**src/rtl/gpc_pkg.sv**
```systemverilog
// ----------------------------------------------------------------------------
// gpc_pkg
// Shared constants, register word offsets and types of the GPIO pin controller.
// ----------------------------------------------------------------------------
package gpc_pkg;

   localparam int PIN_COUNT    = 54;
   localparam int FSEL_PER_WORD = 10;
   localparam int FSEL_WORDS   = (PIN_COUNT + FSEL_PER_WORD - 1) / FSEL_PER_WORD;

   // Bus access kinds
   localparam logic OP_READ  = 1'b0;
   localparam logic OP_WRITE = 1'b1;

   // Register word offsets (byte offset / 4)
   localparam logic [5:0] WORD_SET0    = 6'd7;
   localparam logic [5:0] WORD_SET1    = 6'd8;
   localparam logic [5:0] WORD_CLR0    = 6'd10;
   localparam logic [5:0] WORD_CLR1    = 6'd11;
   localparam logic [5:0] WORD_LEV0    = 6'd13;
   localparam logic [5:0] WORD_LEV1    = 6'd14;
   localparam logic [5:0] WORD_PUD     = 6'd37;
   localparam logic [5:0] WORD_PUDCLK0 = 6'd38;
   localparam logic [5:0] WORD_PUDCLK1 = 6'd39;

   // Function field that makes a pin drive
   localparam logic [2:0] FSEL_OUTPUT = 3'b001;

   // Pull control codes
   localparam logic [1:0] PULL_OFF = 2'd0;
   localparam logic [1:0] PULL_DN  = 2'd1;
   localparam logic [1:0] PULL_UP  = 2'd2;

   typedef struct packed {
      logic                 op;
      logic [5:0]           word_index;
      logic [31:0]          write_data;
      logic [PIN_COUNT-1:0] pad_levels;
   } access_type;

   typedef struct packed {
      logic [PIN_COUNT-1:0] drive;
      logic [PIN_COUNT-1:0] output_enable;
      logic [PIN_COUNT-1:0] pull_up;
      logic [PIN_COUNT-1:0] pull_dn;
   } pin_status_type;

   // Place a 32-bit word into the low or high half of a pin vector.
   function automatic logic [PIN_COUNT-1:0] word_to_pins(input logic [31:0] w,
                                                         input logic hi);
      logic [63:0] v;
      v = hi ? {w, 32'h0} : {32'h0, w};
      return v[PIN_COUNT-1:0];
   endfunction

   // Take the low or high 32 pins of a pin vector as a word.
   function automatic logic [31:0] pins_to_word(input logic [PIN_COUNT-1:0] pins,
                                                input logic hi);
      logic [63:0] v;
      v = 64'(pins);
      return hi ? v[63:32] : v[31:0];
   endfunction

endpackage

```
**src/rtl/gpc_reg_file.sv**
```systemverilog
// ----------------------------------------------------------------------------
// gpc_reg_file
// Register state of the pin controller: function select, output latches,
// pull control and pull clock. Applies one access when enabled and shows the
// read word and the pin status as they stand after that access.
// ----------------------------------------------------------------------------
module gpc_reg_file (
   input  logic                         clock,
   input  logic                         reset,
   input  logic                         enable,
   input  gpc_pkg::access_type          access,
   output logic [31:0]                  read_data,
   output gpc_pkg::pin_status_type      status
);
   import gpc_pkg::*;

   logic [2:0]           func_ff  [PIN_COUNT];
   logic [2:0]           func_in  [PIN_COUNT];
   logic [1:0]           pull_ff  [PIN_COUNT];
   logic [1:0]           pull_in  [PIN_COUNT];
   logic [PIN_COUNT-1:0] latch_ff, latch_in;
   logic [PIN_COUNT-1:0] pclk_ff, pclk_in;
   logic [1:0]           pud_ff, pud_in;

   logic                 wr;
   logic                 hi;
   logic [5:0]           idx;
   logic [PIN_COUNT-1:0] data_pins;
   logic [PIN_COUNT-1:0] half_mask;
   logic [PIN_COUNT-1:0] rise;

   assign wr        = enable && (access.op == OP_WRITE);
   assign idx       = access.word_index;
   assign hi        = (idx == WORD_SET1) || (idx == WORD_CLR1) ||
                      (idx == WORD_LEV1) || (idx == WORD_PUDCLK1);
   assign data_pins = word_to_pins(access.write_data, hi);
   assign half_mask = word_to_pins(32'hFFFF_FFFF, hi);

   // Next state
   always_comb begin
      func_in  = func_ff;
      pull_in  = pull_ff;
      latch_in = latch_ff;
      pclk_in  = pclk_ff;
      pud_in   = pud_ff;
      rise     = '0;

      if (wr) begin
         for (int p = 0; p < PIN_COUNT; p++) begin
            if (idx == 6'(p / FSEL_PER_WORD)) begin
               func_in[p] = access.write_data[3 * (p % FSEL_PER_WORD) +: 3];
            end
         end
         case (idx)
            WORD_SET0, WORD_SET1: latch_in = latch_ff | data_pins;
            WORD_CLR0, WORD_CLR1: latch_in = latch_ff & ~data_pins;
            WORD_PUD:             pud_in   = access.write_data[1:0];
            WORD_PUDCLK0, WORD_PUDCLK1: begin
               pclk_in = (pclk_ff & ~half_mask) | data_pins;
               rise    = pclk_in & ~pclk_ff;
            end
            default: ;
         endcase
         // latch the pull code into every pin whose clock bit rises
         for (int p = 0; p < PIN_COUNT; p++) begin
            if (rise[p]) begin
               pull_in[p] = pud_ff;
            end
         end
      end
   end

   // Read word, from the state before the access
   always_comb begin
      read_data = '0;
      if (access.op == OP_READ) begin
         for (int w = 0; w < FSEL_WORDS; w++) begin
            for (int i = 0; i < FSEL_PER_WORD; i++) begin
               if ((w * FSEL_PER_WORD + i < PIN_COUNT) && (idx == 6'(w))) begin
                  read_data[3 * i +: 3] = func_ff[w * FSEL_PER_WORD + i];
               end
            end
         end
         case (idx)
            WORD_LEV0, WORD_LEV1:       read_data = pins_to_word(access.pad_levels, hi);
            WORD_PUD:                   read_data = {30'h0, pud_ff};
            WORD_PUDCLK0, WORD_PUDCLK1: read_data = pins_to_word(pclk_ff, hi);
            default: ;
         endcase
      end
   end

   // Pin status after the access
   always_comb begin
      status.drive = latch_in;
      for (int p = 0; p < PIN_COUNT; p++) begin
         status.output_enable[p] = (func_in[p] == FSEL_OUTPUT);
         status.pull_up[p]       = (pull_in[p] == PULL_UP);
         status.pull_dn[p]       = (pull_in[p] == PULL_DN);
      end
   end

   always_ff @(posedge clock) begin
      if (reset) begin
         for (int p = 0; p < PIN_COUNT; p++) begin
            func_ff[p] <= '0;
            pull_ff[p] <= PULL_OFF;
         end
         latch_ff <= '0;
         pclk_ff  <= '0;
         pud_ff   <= PULL_OFF;
      end else begin
         func_ff  <= func_in;
         pull_ff  <= pull_in;
         latch_ff <= latch_in;
         pclk_ff  <= pclk_in;
         pud_ff   <= pud_in;
      end
   end

`ifndef ASSERT_OFF
   a_state_holds_when_idle: assert property (@(posedge clock) disable iff (reset)
      !enable |=> (latch_ff == $past(latch_ff)) && (pclk_ff == $past(pclk_ff)))
      else $error("pin state changed without an access");

   a_pull_exclusive: assert property (@(posedge clock) disable iff (reset)
      (status.pull_up & status.pull_dn) == '0)
      else $error("pull-up and pull-down both enabled");

   a_pclk_rise_only: assert property (@(posedge clock) disable iff (reset)
      (wr && ((idx == WORD_SET0) || (idx == WORD_CLR0))) |=> pclk_ff == $past(pclk_ff))
      else $error("pull clock changed on a latch write");
`endif

endmodule

```
**src/rtl/gpio_pin_controller_core.sv**
```systemverilog
// ----------------------------------------------------------------------------
// gpio_pin_controller_core
// 54-pin GPIO controller behind 32-bit word registers. Each request beat is
// one bus read or write at a word offset together with the sampled pad
// levels; each response beat returns the read word (zero for a write) and the
// pin drive, output enable and pull enables as they stand after that access.
// One request beat is taken every clock cycle unless the request side stalls.
// A taken beat is held in the input register; once the response register is
// free or being taken, the register-file update loads the response register
// from it, and the response leaves from there. While a response
// waits to be taken, the input register still takes one more request beat;
// after that the request side stalls until the response is taken.
// ----------------------------------------------------------------------------
module gpio_pin_controller_core (
   input  logic                           clock,
   input  logic                           reset,
   input  logic                           req_valid,
   output logic                           req_ready,
   input  logic                           req_op,
   input  logic [5:0]                     req_word_index,
   input  logic [31:0]                    req_write_data,
   input  logic [gpc_pkg::PIN_COUNT-1:0]  req_pad_levels,
   output logic                           rsp_valid,
   input  logic                           rsp_ready,
   output logic [31:0]                    rsp_read_data,
   output logic [gpc_pkg::PIN_COUNT-1:0]  rsp_pin_drive,
   output logic [gpc_pkg::PIN_COUNT-1:0]  rsp_pin_output_enable,
   output logic [gpc_pkg::PIN_COUNT-1:0]  rsp_pull_up_enable,
   output logic [gpc_pkg::PIN_COUNT-1:0]  rsp_pull_down_enable
);
   import gpc_pkg::*;

   logic           s1_valid_ff, s1_valid_in;
   access_type     s1_req_ff;
   logic           advance;
   logic           rsp_valid_ff, rsp_valid_in;
   logic [31:0]    rd_data;
   pin_status_type status;
   logic [31:0]    rsp_data_ff;
   pin_status_type rsp_status_ff;

   // advance the held beat into the response register when it is free or being taken
   assign advance     = s1_valid_ff && (!rsp_valid_ff || rsp_ready);
   assign req_ready   = !s1_valid_ff || advance;
   assign s1_valid_in = (req_valid && req_ready) || (s1_valid_ff && !advance);
   assign rsp_valid_in = advance || (rsp_valid_ff && !rsp_ready);

   gpc_reg_file u_reg_file (
      .clock     (clock),
      .reset     (reset),
      .enable    (advance),
      .access    (s1_req_ff),
      .read_data (rd_data),
      .status    (status)
   );

   always_ff @(posedge clock) begin
      if (reset) begin
         s1_valid_ff  <= 1'b0;
         rsp_valid_ff <= 1'b0;
      end else begin
         s1_valid_ff  <= s1_valid_in;
         rsp_valid_ff <= rsp_valid_in;
      end
   end

   always_ff @(posedge clock) begin
      if (req_valid && req_ready) begin
         s1_req_ff.op         <= req_op;
         s1_req_ff.word_index <= req_word_index;
         s1_req_ff.write_data <= req_write_data;
         s1_req_ff.pad_levels <= req_pad_levels;
      end
      if (advance) begin
         rsp_data_ff   <= rd_data;
         rsp_status_ff <= status;
      end
   end

   assign rsp_valid             = rsp_valid_ff;
   assign rsp_read_data         = rsp_data_ff;
   assign rsp_pin_drive         = rsp_status_ff.drive;
   assign rsp_pin_output_enable = rsp_status_ff.output_enable;
   assign rsp_pull_up_enable    = rsp_status_ff.pull_up;
   assign rsp_pull_down_enable  = rsp_status_ff.pull_dn;

`ifndef ASSERT_OFF
   a_write_reads_zero: assert property (@(posedge clock) disable iff (reset)
      (advance && (s1_req_ff.op == OP_WRITE)) |=> rsp_read_data == '0)
      else $error("write beat returned nonzero read data");

   a_stall_means_full: assert property (@(posedge clock) disable iff (reset)
      !req_ready |-> s1_valid_ff && rsp_valid_ff)
      else $error("request stalled with a free stage");

   a_rsp_from_advance: assert property (@(posedge clock) disable iff (reset)
      $rose(rsp_valid) |-> $past(advance))
      else $error("response appeared without a request beat");

   a_no_overwrite: assert property (@(posedge clock) disable iff (reset)
      (rsp_valid_ff && !rsp_ready) |-> !advance)
      else $error("held response overwritten");
`endif

endmodule
```
**config.mk**
```make
export PLATFORM = sky130hd
export DESIGN_NAME = gpio_pin_controller_core
export DESIGN_NICKNAME = d
export VERILOG_FILES = /design/src/rtl/gpc_pkg.sv /design/src/rtl/gpc_reg_file.sv /design/src/rtl/gpio_pin_controller_core.sv
export SDC_FILE = /design/constraint.sdc
export NUM_CORES = 1
export LEC_CHECK = 0
export ABC_AREA = 1
export BUFFER_PORTS_ARGS = -buffer_cell sky130_fd_sc_hd__buf_2
export CORE_ASPECT_RATIO = 0.8
export CORE_MARGIN = 2
export CORE_UTILIZATION = 50
export DETAILED_ROUTE_END_ITERATION = 8
export HOLD_SLACK_MARGIN = 0.05
export PLACE_DENSITY = 0.7
export REMOVE_ABC_BUFFERS = 1
export SLEW_MARGIN = 20
export SYNTH_ARGS = -nofsm -noshare
export SYNTH_HDL_FRONTEND = slang
export SYNTH_SLANG_ARGS = --single-unit
export TNS_END_PERCENT = 20
```
**constraint.sdc**
```tcl
create_clock -name clock -period 22.5 [get_ports clock]
set_input_delay 6.75 -clock clock [delete_from_list [all_inputs] [get_ports clock]]
set_output_delay 6.75 -clock clock [all_outputs]
set_load 0.02 [all_outputs]
```
==> metrics.csv <==
metric,value,unit
number of synthesized register bits,723,
cell chain of the critical path,"buf_2, nor2_1, nand2_1, buf_2",
DPL Wire Length,50000,µm
syn_area_per_cell,8.68,µm²
antenna-violating nets left,0,
setup bufs post-CTS,0,
required arrival time at the worst endpoint,15.75,ns
die span in x,273,µm
list of most frequent post-synthesis cells,"762 x sky130_fd_sc_hd__nand2_1, 659 x sky130_fd_sc_hd__nor2_1, 382 x sky130_fd_sc_hd__dfxtp_1",
final layout net count,3721,
final period utilization,0.635,
Worst Path Max Fanout,4,
TritonCTS clock tree,done,
global-route met1 utilization,0.364,
placeable core region,0.0570,mm²
effective utilization at floorplan,0.508,
Ys Warns,0,
longest individual stage delay on the worst path,0.33,ns
most frequently used flop master after synthesis,sky130_fd_sc_hd__dfxtp_1,
measured slew at the worst slew-check pin,1.27,ns
floorplan row count,78,
"Max stage delay cell, worst path",sky130_fd_sc_hd__nor2_1,
Lkg Pwr,0.0149,µW
max cap viols,0,
worst r2r src,rsp_valid,
weighted congestion reported at the end of routability-driven placement,0.863,
Util after Layout,0.590,
number of vias after detailed routing,22984,
cts hold-fix bufs,0,
Max Fclk,70.0,MHz
post-DR wirelength/cell,18.0,µm
RSZ-0062 raised after global routing,false,
met3 track demand over resource in global routing,0.0523,
top post-synthesis cells by area,"sky130_fd_sc_hd__edfxtp_1 35%, sky130_fd_sc_hd__dfxtp_1 26%, sky130_fd_sc_hd__nand2_1 9.9%",
area added between synthesis and finish,16.1,%
"Slew Viols, Final",0,
cts bufs inserted,71,
run status,"complete, no violations",
number of antenna violations at the first check in global routing,3,
Clock Latency Late Sink,0.62,ns
peak supply drop,0.0597,mV
post-detailed-routing wire length,80100,µm
Relative slew margins,0.151,
crit path launch,rsp_ready,
P per Cell Area,81.2,mW/mm²
gate count of the mapped netlist,3336,
final setup fails,0,
number of buffers added on ports,346,
via count of the first global-routing pass,20926,
sum of overflow across all layers after global routing,0,
Top Family by Delay on Critical Path,simple AND/OR/NAND/NOR gates,
"Min Clock Period, post-route",14.28,ns
H-tree Lvls,3,
drt pass-1 iters,6,
worst min-delay path category,register to register,
Root Buffer Master,sky130_fd_sc_hd__clkbuf_16,
area of the die,0.0598,mm²
arrival time worst endpoint,7.53,ns
HP Start,u_reg_file.pclk_ff[15],
Clock Sink Count,723,
final hold viol count,0,
share of layout cells above drive strength 1,0.141,
diode insertion count for antenna repair,0,
CP Launch Type,primary input,
Async SR Flop Fraction,0,
Setup crit end kind,primary output,
number of enable-type register cells in the synthesized netlist,341,
overall track demand over capacity in global routing,0.263,
critical path type,primary input to primary output,
cells resized by post-CTS repair,0,
Final Skew,0.0187,ns
number of top-level pins,347,
number of buffers on the longest clock path,3,
post-DR vias/cell,5.18,
global-route wire length before repair,120000,µm
CP dominant cell by count,sky130_fd_sc_hd__buf_2,
cell area after synthesis,0.0289,mm²
"Reg clk slew, reported paths",0.06,ns
Initial DRC Count,2475,
met2 Usage GRT,0.418,
library cell with the largest summed area after synthesis,sky130_fd_sc_hd__edfxtp_1,
y dimension of the die,219,µm
DRC violation count after routing,0,
GRT Max-Usage Layer,met2,
Total Negative Setup Slacks,0,ns
pin count of the biggest net entering global routing,190,
top cell type's share of synthesized area,0.354,
Crit path buffers/inverters,2,
share of the yosys chip area belonging to registers,0.618,
dominant cell by count in the synthesized netlist,sky130_fd_sc_hd__nand2_1,
Cell variety after synth,30,
## tightest hold or removal path, delay by kind of cell (launching register included)
family	cells	cell delay, ns
flip-flops	1	0.31
AND/OR/NAND/NOR	1	0.06
AO/OA/AOI/OAI	1	0.05
## layer usage
metal  routed length, µm  share of wire  vias to the layer above
met2               36400           0.45                      922
met3                6420          0.080                      151
met5                   0              0                        -
li1                    -              -                    11310
met4                2290          0.029                        0
met1               34900           0.44                    10601
## report_power, final
| part | total (µW) | leakage (µW) | internal, µW | switching [µW] |
|---|---|---|---|---|
| Clock | 1200 | 0.00113 | 694 | 504 |
| Combinational | 116 | 0.00737 | 26.1 | 89.7 |
| Sequential | 1420 | 0.00638 | 1400 | 13.3 |
| Total | 2730 | 0.0149 | 2120 | 607 |
## flip-flops by register name, summed over array words and instances, names as in the netlist, 32 cells and up
name / flops
u_reg_file.pull_ff: 108
u_reg_file.func_ff: 162
rsp_pin_output_enable: 54
rsp_pull_down_enable: 54
rsp_pull_up_enable: 54
s1_req_ff: 93
u_reg_file.latch_ff: 54
rsp_read_data: 32
u_reg_file.pclk_ff: 54
rsp_pin_drive: 54
## cell usage in the layout (no fill, tap or decap), types with 5 or more instances in the layout
master	count
sky130_fd_sc_hd__a211oi_1	25
sky130_fd_sc_hd__a21oi_1	162
sky130_fd_sc_hd__buf_2	345
sky130_fd_sc_hd__buf_4	24
sky130_fd_sc_hd__bufinv_16	5
sky130_fd_sc_hd__clkbuf_1	19
sky130_fd_sc_hd__clkbuf_16	76
sky130_fd_sc_hd__clkbuf_8	5
sky130_fd_sc_hd__clkinv_1	11
sky130_fd_sc_hd__clkinv_2	8
sky130_fd_sc_hd__dfxtp_1	380
sky130_fd_sc_hd__edfxtp_1	341
sky130_fd_sc_hd__inv_1	323
sky130_fd_sc_hd__inv_2	6
sky130_fd_sc_hd__nand2_1	759
sky130_fd_sc_hd__nand2_2	5
sky130_fd_sc_hd__nand3_1	119
sky130_fd_sc_hd__nand4_1	24
sky130_fd_sc_hd__nor2_1	653
sky130_fd_sc_hd__nor2_2	11
sky130_fd_sc_hd__nor2_4	9
sky130_fd_sc_hd__nor2b_1	20
sky130_fd_sc_hd__nor3b_1	8
sky130_fd_sc_hd__o2111ai_1	7
sky130_fd_sc_hd__o21a_1	8
sky130_fd_sc_hd__o21ai_0	262
sky130_fd_sc_hd__o21ai_1	26
sky130_fd_sc_hd__o22ai_1	8
## final timing paths
check | to | slack [ns] | cells after the start
worst max register to register | u_reg_file.pclk_ff[43] | 18.25 | 8
worst max-delay path | req_ready | 8.22 | 4
worst min register to register | u_reg_file.pclk_ff[15] | 0.46 | 2
worst min-delay path | u_reg_file.pclk_ff[15] | 0.46 | 2
## final cells by class
class                      instances  area, µm²
clock buffer                     100       2040
multi-input combinational       2123       9220
sequential                       723      17900
clock inverter                    30        295
timing repair buffer             373       1970
fill                            4955      23400
inverter                         332       1250
tap                              760        951
## kinds of logic (layout without fill, tap and decap cells)
| logic type | Yosys count | in the layout | synth area share |
|---|---|---|---|
| compound gates | 498 | 498 | 0.0902 |
| buf+inv | 490 | 835 | 0.0663 |
| flops | 723 | 723 | 0.618 |
| simple gates | 1625 | 1625 | 0.226 |
## metrics by stage
step | total power, µW | area (µm²) | hold slack [ns] | cells | setup WS (ns)
2_1_floorplan | 1510 | 28300 | 0.435 | 3178 | 0.200
3_3_place_gp | 1560 | 31300 | 0.448 | 4310 | 8.26
3_5_place_dp | 1560 | 31300 | 0.454 | 4310 | 8.24
4_1_cts | 2750 | 33600 | 0.463 | 4440 | 8.23
5_1_grt | 2810 | 33600 | 0.481 | 4441 | 8.17
6_report | 2730 | 33600 | 0.461 | 4441 | 8.22
Note: power is estimated with default switching activity, not from simulation.
